## config.mk

```make
export PLATFORM = sky130hd
export DESIGN_NAME = key_debounce_lockout_reporter_unit
export DESIGN_NICKNAME = d
export VERILOG_FILES = /design/src/sv/kdl_pkg.sv /design/src/sv/kdl_key_lane.sv /design/src/sv/key_debounce_lockout_reporter_unit.sv
export SDC_FILE = /design/constraint.sdc
export NUM_CORES = 1
export LEC_CHECK = 0
export BUFFER_PORTS_ARGS = -buffer_cell sky130_fd_sc_hd__buf_2
export CORE_UTILIZATION = 45
export DETAILED_ROUTE_END_ITERATION = 8
export GPL_TIMING_DRIVEN = 0
export MAX_ROUTING_LAYER = met4
export PLACE_DENSITY = 0.64
export RECOVER_POWER = 50
export SLEW_MARGIN = 20
export SYNTH_ARGS = -nofsm -noshare
export SYNTH_HDL_FRONTEND = slang
export SYNTH_HIERARCHICAL = 1
export SYNTH_SLANG_ARGS = --single-unit
```

## constraint.sdc

```tcl
create_clock -name i_clk -period 5.6 [get_ports i_clk]
set_clock_uncertainty 0.1 [all_clocks]
set_input_delay 1.12 -clock i_clk [delete_from_list [all_inputs] [get_ports i_clk]]
set_output_delay 1.12 -clock i_clk [all_outputs]
set_load 0.01 [all_outputs]
```

## src/sv/kdl_pkg.sv

```systemverilog
// Shared types and constants for the key debounce / lockout reporter.
// No dependencies; imported by every module of the block.
package kdl_pkg;

    localparam int KEY_SLOTS   = 6;
    localparam int CODE_W      = 8;
    localparam int LEVELS_W    = 6;
    localparam int NOW_W       = 32;
    localparam int IN_TDATA_W  = 40;
    localparam int OUT_TDATA_W = 56;
    localparam int CFG_IDX_W   = 1;
    localparam int CFG_DATA_W  = 8;
    localparam int INTERVAL_W  = 8;

    localparam logic [CFG_IDX_W-1:0] REG_INTERVAL   = 1'b0;
    localparam logic [CFG_IDX_W-1:0] REG_ACTIVE_LOW = 1'b1;

    localparam logic [INTERVAL_W-1:0] INTERVAL_RESET = 8'd10;

    localparam logic [CODE_W-1:0] USAGE_CODE [KEY_SLOTS] =
        '{8'd10, 8'd9, 8'd7, 8'd22, 8'd11, 8'd4};

    typedef struct packed {
        logic key_edge;
        logic catchup;
        logic rep_next;
    } t_lane_status;

endpackage

```

## src/sv/kdl_key_lane.sv

```systemverilog
// Per-key debounce lane: previous level, last change time, armed and reported bits.
// Depends on kdl_pkg.
module kdl_key_lane #(
    parameter int TIME_WIDTH = 32
) (
    input  logic                              i_clk,
    input  logic                              i_rst_n,
    input  logic                              i_update,
    input  logic                              i_level,
    input  logic [TIME_WIDTH-1:0]             i_now,
    input  logic [kdl_pkg::INTERVAL_W-1:0]    i_interval,
    input  logic                              i_active_low,
    output kdl_pkg::t_lane_status             o_status
);
    import kdl_pkg::*;

    logic                  r_prev;
    logic [TIME_WIDTH-1:0] r_last;
    logic                  r_armed;
    logic                  r_rep;

    logic                  pressed;
    logic [TIME_WIDTH-1:0] elapsed;
    logic                  expired;
    logic                  key_edge;
    logic                  catchup;
    logic                  accept;

    always_comb begin
        pressed  = i_level ^ i_active_low;
        elapsed  = i_now - r_last;
        expired  = elapsed > {{(TIME_WIDTH-INTERVAL_W){1'b0}}, i_interval};
        key_edge = i_level ^ r_prev;
        catchup  = (r_rep ^ pressed) & expired & r_armed;
        accept   = (key_edge & expired) | catchup;
        o_status.key_edge = key_edge;
        o_status.catchup  = catchup;
        o_status.rep_next = accept ? pressed : r_rep;
    end

    always_ff @(posedge i_clk) begin
        if (!i_rst_n) begin
            r_prev  <= 1'b1;
            r_last  <= '0;
            r_armed <= 1'b0;
            r_rep   <= 1'b0;
        end else if (i_update) begin
            r_prev <= i_level;
            if (accept) begin
                r_last  <= i_now;
                r_armed <= 1'b1;
                r_rep   <= pressed;
            end
        end
    end

endmodule

```

## src/sv/key_debounce_lockout_reporter_unit.sv

```systemverilog
// Top level of the key debounce / lockout reporter.
// Depends on kdl_pkg and kdl_key_lane.
// Usage:
//   Slave stream carries one key sample per transfer: tdata[5:0] key levels,
//   tdata[37:6] millisecond timestamp. Master stream returns one report per
//   sample: tdata[0] send_report, then six 8-bit key usage codes.
//   Config port: i_cfg_we with i_cfg_idx 0 writes interval_ms, 1 writes
//   active_low (bit 0). Write only while no sample is in flight.
// Timing:
//   One sample per cycle sustained while the master side takes reports. A
//   sample sits in an input register, is evaluated by the six parallel key
//   lanes (one subtract and compare each) and lands in the output register;
//   lane state updates on the same edge that loads the output register.
// Reset:
//   Synchronous, active low. Both registers empty, interval 10 ms,
//   active-low keys, all keys released and unarmed, timers at zero.
// Stall:
//   While the master side stalls, the report holds; one more sample is
//   taken into the input register, then o_s_axis_tready drops.
module key_debounce_lockout_reporter_unit #(
    parameter int NUM_KEYS   = 6,
    parameter int TIME_WIDTH = 32
) (
    input  logic                             i_clk,
    input  logic                             i_rst_n,
    input  logic                             i_s_axis_tvalid,
    output logic                             o_s_axis_tready,
    // [5:0] key_levels, [37:6] now_ms, [39:38] zero
    input  logic [kdl_pkg::IN_TDATA_W-1:0]   i_s_axis_tdata,
    output logic                             o_m_axis_tvalid,
    input  logic                             i_m_axis_tready,
    // [0] send_report, [8:1] code_key0 ... [48:41] code_key5, [55:49] zero
    output logic [kdl_pkg::OUT_TDATA_W-1:0]  o_m_axis_tdata,
    input  logic                             i_cfg_we,
    input  logic [kdl_pkg::CFG_IDX_W-1:0]    i_cfg_idx,
    input  logic [kdl_pkg::CFG_DATA_W-1:0]   i_cfg_data
);
    import kdl_pkg::*;

    logic                     r_in_valid;
    logic [IN_TDATA_W-1:0]    r_in_data;
    logic                     r_out_valid;
    logic [OUT_TDATA_W-1:0]   r_out_data;
    logic [INTERVAL_W-1:0]    r_interval;
    logic                     r_active_low;

    logic                     advance;
    logic                     update;
    logic [TIME_WIDTH-1:0]    now;
    t_lane_status             status [KEY_SLOTS];
    logic [OUT_TDATA_W-1:0]   n_out_data;

    assign advance         = !r_out_valid || i_m_axis_tready;
    assign update          = r_in_valid && advance;
    assign o_s_axis_tready = !r_in_valid || advance;
    assign o_m_axis_tvalid = r_out_valid;
    assign o_m_axis_tdata  = r_out_data;
    assign now             = r_in_data[LEVELS_W +: TIME_WIDTH];

    for (genvar g = 0; g < KEY_SLOTS; g++) begin : g_lane
        if (g < NUM_KEYS) begin : g_on
            kdl_key_lane #(
                .TIME_WIDTH (TIME_WIDTH)
            ) u_lane (
                .i_clk        (i_clk),
                .i_rst_n      (i_rst_n),
                .i_update     (update),
                .i_level      (r_in_data[g]),
                .i_now        (now),
                .i_interval   (r_interval),
                .i_active_low (r_active_low),
                .o_status     (status[g])
            );
        end else begin : g_off
            assign status[g] = '0;
        end
    end

    always_comb begin
        n_out_data = '0;
        for (int k = 0; k < KEY_SLOTS; k++) begin
            n_out_data[0] = n_out_data[0] | status[k].key_edge | status[k].catchup;
            n_out_data[1 + k*CODE_W +: CODE_W] = status[k].rep_next ? USAGE_CODE[k] : '0;
        end
    end

    always_ff @(posedge i_clk) begin
        if (!i_rst_n) begin
            r_interval   <= INTERVAL_RESET;
            r_active_low <= 1'b1;
        end else if (i_cfg_we) begin
            unique case (i_cfg_idx)
                REG_INTERVAL:   r_interval   <= i_cfg_data;
                REG_ACTIVE_LOW: r_active_low <= i_cfg_data[0];
                default: ;
            endcase
        end
    end

    always_ff @(posedge i_clk) begin
        if (!i_rst_n) begin
            r_in_valid <= 1'b0;
        end else if (o_s_axis_tready) begin
            r_in_valid <= i_s_axis_tvalid;
        end
    end

    always_ff @(posedge i_clk) begin
        if (o_s_axis_tready && i_s_axis_tvalid) begin
            r_in_data <= i_s_axis_tdata;
        end
    end

    always_ff @(posedge i_clk) begin
        if (!i_rst_n) begin
            r_out_valid <= 1'b0;
        end else if (advance) begin
            r_out_valid <= r_in_valid;
        end
    end

    always_ff @(posedge i_clk) begin
        if (update) begin
            r_out_data <= n_out_data;
        end
    end

endmodule

```

==> run summary, run 1 <==
The layout cell share with drive strength beyond 1 came out at a little under a tenth. The largest buffer count on any clock path came out at 3. The detailed-routing iteration count for the pre-antenna-repair pass came out at 6.

The largest stage delay on the critical path is 1180 ps. The critical path is of the reg2reg type. STA classifies the critical path startpoint as a flop.

The worst register-to-register path begins at r_in_data[18]. The number of hold-slack violations in the final timing report is 0. STA classifies the critical path endpoint as a flop.

The utilization of the core after routing came out at 51.0%. Once the floorplan was initialized, standard cells occupied a little under half of the core. In this run the worst hold path is classified as reg2reg. The mapped cell area is 25900 sq um.

For the pin with the worst max-slew slack, the measured transition is roughly 2400 ps. The detail route stage leaves a number of antenna-violating nets equal to 0. The total placed cells including tap cells is around 4300. The routability-driven placement congestion ratio came out at between 0.9 and 1. In the synthesized netlist the async set-or-reset flop fraction comes to 0%. The post-route cell area came out at 28800 sq um. The number of fill cells is 5706. The H-tree was split into 2 levels.

The post-route non-filler standard cell count came out at between 4000 and 5000. The max-capacitance violation count came out at 2. The largest net degree at the start of global routing came out at 30.

The critical path's slowest cell is edfxtp_1. The repair_antennas step left the layout with diodes totalling 0. Each instance of the synthesized netlist takes up on average ~7.5 sq um. In the routed design, unresolved DRC markers number 0. 112 I/O pins were placed.

The top cell type by area accounts for 17.1% of the synthesized area. Traced cell by cell, the critical path runs through ha_1 -> clkbuf_1 -> nand4_1 -> nor2_1 -> nand2_1 -> o21ai_1 -> o2111ai_1 -> a2111oi_0 -> nand4_1 -> nor4_2 -> nor2_1 -> buf_4 -> nor4_1 -> nand3_1. The worst-case hold path end point is g_lane[2].g_on.u_lane/r_last[23]. The data required time at the worst endpoint came out at roughly 5700 ps. The TritonCTS clock tree is built. The run finished, with violations left. Setup repair after global routing left no endpoint under its margin. The routed layout has approximately 25000 vias. The worst setup margin is approximately 190 ps. The cell depth of the worst hold path is 2.

The critical-path maximum fanout came out at 12. The worst hold path begins at g_lane[2].g_on.u_lane/r_last[23]. The overall die area came out at roughly 60000 sq um. The number of max-slew violations in the final report came out at 50. The initial DRC count came out at ~1900. Summed over all instances, the cell type with the most area after synthesis is dfxtp_1. In this run the critical register-to-register path is captured at o_m_axis_tdata[0]. The number of placement rows is slightly below 90.

The unique cell type count in the Yosys netlist is between 90 and 100. The tree is rooted in a clkbuf_16. The overflow left after global routing is 0.

Timing analysis after detailed placement gives a worst setup slack of -111 ps. The power density over the cells came out at about 230 nW/um^2. Setup violations remaining at the end of the flow were counted as 0. From synthesis to final layout, the design area changed by 11.3%. Summing all placed instances gives a cell area of between 20000 and 30000 sq um.

The post-CTS clock slew at the launch and capture registers of the worst setup and hold paths came out at about 60 ps. The number of clock buffers inserted by TritonCTS came out at 34. The detailed-placement wirelength estimate came out at ~60000 um. The register-to-register path setup slack is between 150 and 200 ps.

The checks that failed: capacitance limit, slew limit. The cell count after synthesis is about 3400. The via-per-instance ratio is about 5.7. The share of the clock period used by the worst path after layout is a little over nine tenths. The horizontal extent of the die is 242 um.

Sorting the synthesized cells by area gives the leading types as dfxtp_1 17%, ha_1 11%, nand2_1 9.4%, mux2i_1 9.0%, edfxtp_1 5.2%. The clock latency of the later-clocked register in the worst-skew pair came out at ~550 ps. After detailed routing, the average wire length per cell comes to ~18 um. The initial antenna violation count is 0. The peak ir drop on the vdd network came out at ~0.00021 V.

The layout net count is roughly 4000. The clock sink count is 266. The floorplan die height came out at 242 um. The core region is ~57000 sq um. In the synthesized netlist the dominant register cell turns out to be dfxtp_1. The worst-case headroom to the max-slew limit came out at -57.3%. The leakage power of the design came out at around 11 nW.

The via count of the first global-routing pass is 23000. The number of enable flip-flop cells after synthesis is between 40 and 50. The clock period minus worst slack is between 5000 and 6000 ps.

The data arrival time at the worst-slack endpoint came out at between 5000 and 6000 ps. The sequential fraction of the synthesis area is 22.3%. The worst reg2reg path depth is 14. Derived from the worst setup path, the maximum achievable clock frequency is between 0.15 and 0.2 GHz. The number of warnings reported in the yosys synthesis log came out at 6.

The total of buffers placed on input and output ports is between 60 and 70. The first-pass GRT wire length is 127000 um. Global routing used about 28% of the available tracks across all layers. The total wire length after detailed routing is about 81000 um. The synthesized design contains 266 register bits.
## worst max-delay path by stage
stage | startpoint | end | slack [ps]
detailed placement | r_in_data[7] | o_m_axis_tdata[0] | -110
CTS | r_in_data[9] | o_m_axis_tdata[0] | 70
floorplan | r_in_data[7] | o_m_axis_tdata[0] | 1080
finish | r_in_data[18] | o_m_axis_tdata[0] | 190
global route | r_in_data[18] | o_m_axis_tdata[0] | 7
global placement | r_in_data[7] | o_m_axis_tdata[0] | -50
## cells by family (layout without fill, tap and decap cells)
logic type / count (synthesis) / in the layout / share of synthesized area (%)
muxes: 242 / 242 / 9.39
adders and majority gates: 240 / 240 / 11.8
DFF: 266 / 266 / 22.3
other: 1 / 41 / 0.0145
and+or+nand+nor: 1281 / 1281 / 23.2
xor gates and xnor gates: 105 / 105 / 3.55
buffers and inverters: 507 / 668 / 9.38
AOI/OAI and AO/OA: 792 / 792 / 20.4
## sequential cells by signal (all words and copies together) (netlist names)
| register | flops |
|---|---|
| g_lane.g_on.u_lane/r_armed | 6 |
| g_lane.g_on.u_lane/r_last | 192 |
| g_lane.g_on.u_lane/r_prev | 6 |
| g_lane.g_on.u_lane/r_rep | 6 |
| o_m_axis_tdata | 7 |
| o_m_axis_tvalid | 1 |
| r_active_low | 1 |
| r_in_data | 38 |
| r_in_valid | 1 |
| r_interval | 8 |
## cell usage in the layout, fill, tap and decap left out, drive strengths merged, types with 13 or more instances in the layout
| cell type | instances |
|---|---|
| xor2 | 40 |
| a21o | 62 |
| a211oi | 22 |
| o2111ai | 18 |
| o211ai | 30 |
| a2111oi | 14 |
| o31ai | 15 |
| nand2 | 650 |
| nand2b | 46 |
| edfxtp | 45 |
| and2 | 24 |
| buf | 193 |
| conb | 41 |
| nand3 | 66 |
| nor3b | 18 |
| o21ai | 132 |
| and3 | 21 |
| o311ai | 13 |
| ha | 234 |
| o21bai | 21 |
| nand4 | 102 |
| or3 | 28 |
| dfxtp | 221 |
| nor4 | 25 |
| a31oi | 24 |
| clkbuf | 180 |
| nor2 | 166 |
| o22ai | 21 |
| inv | 279 |
| mux2i | 233 |
| o21a | 45 |
| xnor2 | 65 |
| or4 | 16 |
| nor2b | 31 |
| a21boi | 18 |
| nor3 | 53 |
| a21oi | 261 |
## repair_timing
item                                    4_1_cts  5_1_grt
setup buffers                                14        9
cloned                                        0        0
hold buffers                                  0        0
endpoints found under the setup margin        1        1
gates resized for setup                       0        2
## per-layer routing
layer	track usage (%)	share of wire, %
met1	38.0	47
met2	42.4	43
met3	2.25	5.5
met4	10.2	3.9
met5	-	0
## per-stage QoR
stage | TNS (ps) | total power [mW] | hold WS, ps
2_1_floorplan | 0 | 3.83 | 335
3_3_place_gp | -54.8 | 4.38 | 342
3_5_place_dp | -111 | 4.40 | 347
4_1_cts | 0 | 6.75 | 356
5_1_grt | 0 | 7.11 | 367
6_report | 0 | 6.72 | 353
## where the power goes
group | total [mW] | internal [mW] | switching [mW]
logic | 2.23 | 0.889 | 1.34
clock network | 2.30 | 1.38 | 0.920
registers | 2.19 | 2.04 | 0.144
## worst max-delay path: cells and delay by family (launching register included)
family | cells | cell delay [ps]
simple gates | 8 | 2070
flops | 1 | 1180
compound gates | 3 | 880
buf+inv | 2 | 560
fa+ha+maj | 1 | 300
## synthesized netlist by cell type, types with 20 or more instances
master	n
a211oi_1	21
a21oi_1	245
nand4_1	102
dfxtp_1	221
buf_4	64
nor4_1	20
a21o_1	62
nor3_1	52
xor2_1	40
buf_2	30
ha_1	234
nand2b_1	46
clkbuf_1	108
o211ai_1	30
nand2_1	650
and3_1	20
o21bai_1	20
o21ai_1	56
xnor2_1	65
buf_6	27
edfxtp_1	45
o21a_1	45
nand3_1	66
nor2_1	165
o22ai_1	21
o21ai_0	75
inv_1	275
or3_1	28
nor2b_1	29
a31oi_1	24
mux2i_1	233
and2_1	23
## final cells by class
type	instances	area, sq um	area share, %
timing repair buffer	100	747	2.59
buffer	232	1340	4.64
clock inverter	20	224	0.776
tap	756	946	3.28
inverter	275	1030	3.58
sequential	266	5780	20.0
multi-input combinational	2701	17900	61.9
clock buffer	41	930	3.22
No activity file was read; power rests on OpenSTA's default activity.
==> run 2, diff against run 1 <==
--- a/config.mk
+++ b/config.mk
@@ -10,7 +10,6 @@
 export DETAILED_ROUTE_END_ITERATION = 8
 export GPL_TIMING_DRIVEN = 0
 export MAX_ROUTING_LAYER = met4
-export PLACE_DENSITY = 0.64
 export RECOVER_POWER = 50
 export SLEW_MARGIN = 20
 export SYNTH_ARGS = -nofsm -noshare
==> run 2 against run 1 <==
  * The run still ends with capacitance limit, slew limit left
  * Total power up 2.7%
  * Sequential share of layout area is 0.27 points lower
  * Register-to-register slack barely moved
  * Combinational power increased by 3%
  * Critical path depth decreased by 1
  * Flip-flop and latch count unchanged
  * Clock power increased by 7%
  * Critical path type unchanged
  * Highest routed layer unchanged
==> run summary, run 2 (same netlist as run 1, synthesis figures left out) <==
The flow ran to the end, but the final reports show violations. The final reports fail on capacitance limit, slew limit. The layout net count came out at 3923 (+0.49%).

The total number of H-tree levels is 2 (unchanged). The area of all sequential standard cells came to 5780 sq um (unchanged). The tree is rooted in a clkbuf_16. The final routed DRC violation total is 0 (unchanged). The number of placed I/O pins is 112 (unchanged). The data arrival time at the worst-slack endpoint is 5570 ps (+20 ps). The clock latency of the later-clocked register in the worst-skew pair is 560 ps (about the same). The worst-case headroom to the max-slew limit came out at -57.5% (-0.24 points). The transition time of the tightest slew-check pin is 2360 ps (+3.55 ps). The worst hold path begins at g_lane[1].g_on.u_lane/r_last[8]. The post-route non-filler standard cell count came to 4415 (+0.55%).

The utilization of the core after routing came out at 51.7% (+0.70 points). The layout cell share with drive strength beyond 1 was 9.52% (+0.44 points). The peak ir drop on the vdd network came out at 0.000241 V (+13%). The clock sink count came out at 266 (unchanged).

The final setup TNS came to 0 ps (unchanged). The floorplan die height is 242 um (unchanged). Walking the worst path, the cells encountered are ha_1 -> a21oi_2 -> nor3_1 -> or4_1 -> nor4_1 -> o2111ai_1 -> nor4_1 -> nand4_1 -> nor4_2 -> nor2_1 -> buf_4 -> nor4_1 -> nand3_1. The cell with the most instances on the worst path is nor4_1. The largest registers in the layout are g_lane.g_on.u_lane/r_last x192, r_in_data x38, r_interval x8. The total placed cells including tap cells came out at 4309 (+0.046%). The hold slack came out at 353 ps (-0.0560 ps). The worst setup path is captured at a flop. The largest buffer count on any clock path was 3 (unchanged). TritonCTS built the clock tree.

The initial DRC count is 1612 (-14%). More flip-flops sit in one register than any other, and that register is g_lane.g_on.u_lane/r_last. The critical path is of the reg2reg type.

The area of the multi-input gates is 17900 sq um (+0.18%). The power density over the cells came out at 236 nW/um^2 (+1.3%). STA classifies the critical path startpoint as a flop. The number of flip-flops in the largest register came to 192 (unchanged). The number of max-slew violations in the final report is 50 (unchanged). The worst reg2reg path depth is 13 (-1).

The detailed-placement wirelength estimate is 62200 um (+1.7%). For this design, the slowest cell found on the critical path is edfxtp_1. The register-to-register path setup slack is 180 ps (about the same). The max-capacitance violation count was 2 (unchanged). The total wire length after detailed routing is 82400 um (+2.0%). The cell depth of the worst hold path came to 2 (unchanged).

Leaving out fill and tap cells, the most frequent cells in the layout are 650 x nand2_1, 275 x inv_1, 245 x a21oi_1, 234 x ha_1, 233 x mux2i_1. The effective utilization at floorplan is 45.8% (unchanged). The critical-path maximum fanout came out at 12 (unchanged). The overflow left after global routing was 0 (unchanged). Relative to the synthesized area, the layout overhead comes to 12.8%. The detailed-routing iteration count for the pre-antenna-repair pass came out at 5 (-1). In this run the worst hold path is classified as reg2reg. The post-layout total power came out at 6.90 mW (+2.7%). The routability-driven placement congestion ratio was 0.931 (-2.5%). The final routed wire length divided by cell count is 18.7 um (+1.4%).

The leakage power of the design came out at 11.3 nW (+1.6%). The count of vias placed by the detailed router is 24900 (-0.064%). The placeable core region is 56600 sq um (unchanged). The largest stage delay on the critical path is 1080 ps (-100 ps). The overall die area was 58600 sq um (unchanged). The number of fill cells came out at 5703 (-0.053%).

The first-pass GRT wire length came out at 128000 um (+0.61%). The clock period minus worst slack was 5420 ps (+11.0 ps). The number of placement rows came out at 87 (unchanged). Leaving out fill and tap cells, the most frequent cell in the layout is nand2_1. The residual antenna-violating net count after detailed routing came to 0 (unchanged). The number of buffers inserted for hold repair after clock tree synthesis came to 0 (unchanged). The initial antenna violation count is 2 (+2).

The post-CTS clock slew at the launch and capture registers of the worst setup and hold paths was 60 ps (about the same). The total of buffers placed on input and output ports came out at 68 (unchanged). In this run the critical register-to-register path is launched from r_in_data[13].

The endpoint of the worst-slack reg-to-reg timing path is o_m_axis_tdata[0]. The overall routing resource usage is 28.1% (+0.33 points). The number of hold-slack violations in the final timing report is 0 (unchanged). The via count of the first global-routing pass is 22900 (-0.56%). Tracing the worst setup path back leads to its startpoint at r_in_data[13]. The data required time at the worst endpoint is 5750 ps (about the same). The share of the clock period used by the worst path after layout is 96.8% (+0.20 points). The horizontal extent of the die is 242 um (unchanged).

The final setup violation count is 0 (unchanged). The worst hold path terminates at g_lane[1].g_on.u_lane/r_last[8]. The fmax came to 0.184 GHz (-0.20%).

The via-per-instance ratio came out at 5.63 (-0.61%). The number of clock buffers inserted by TritonCTS came out at 36 (+5.9%). The largest net degree at the start of global routing came to 30 (unchanged).
==> run 2: cell count changes in the layout (fill, tap and decap cells not counted), sizes merged, moves of 2 or more <==
cell / delta
clkinvlp: -3
clkinv: +5
buf: +23
diode: +2
clkbuf: -3
==> run 2: how the worst max path moves through the flow <==
stage	depth (start not counted)	end	slack (ps)
2_1_floorplan	20	o_m_axis_tdata[0]	1080
3_3_place_gp	20	o_m_axis_tdata[0]	-160
3_5_place_dp	20	o_m_axis_tdata[0]	-150
4_1_cts	19	o_m_axis_tdata[0]	70
5_1_grt	20	o_m_axis_tdata[0]	-10
6_report	13	o_m_axis_tdata[0]	180
==> run 2: critical path, delay by kind of cell (launching register included) <==
kind / cells / cell delay [ps]
DFF: 1 / 1080
buffers and inverters: 1 / 170
and+or+nand+nor: 9 / 2830
AOI/OAI and AO/OA: 2 / 430
adders and majority gates: 1 / 460
==> run 2: area by class of cell <==
| class | instances | share of cell area (%) |
|---|---|---|
| inverters | 275 | 3.53 |
| clock inverters | 22 | 0.860 |
| multi-input cells | 2701 | 61.2 |
| flip-flops and latches | 266 | 19.8 |
| well taps | 756 | 3.24 |
| plain buffers | 232 | 4.71 |
| clock buffers | 44 | 3.36 |
| repair buffers | 117 | 3.37 |
| diodes | 2 | 0.0171 |
==> run 2: per-layer routing <==
layer | vias up | share of wire, % | track usage [%]
met2 | 628 | 42 | 42.4
met5 | - | 0 | -
met3 | 134 | 5.5 | 3.01
met1 | 11600 | 49 | 38.8
li1 | 12500 | - | -
met4 | 0 | 3.6 | 9.42
==> run 2: repair_timing <==
action	in CTS	in global routing
gates resized for setup	0	3
setup endpoints to repair	1	1
cloned	0	0
buffers inserted	13	24
==> run 2: report_power, final <==
part / switching (mW) / internal, mW
clock: 0.961 / 1.49
sequential: 0.122 / 2.04
combinational: 1.38 / 0.911
==> run 2: per-stage QoR <==
step | worst slack, ps | instance area (sq um)
floorplan | 1080 | 26100
global placement | -162 | 27400
detailed placement | -149 | 27600
CTS | 72.7 | 28900
global route | -13.1 | 29200
finish | 177 | 29200
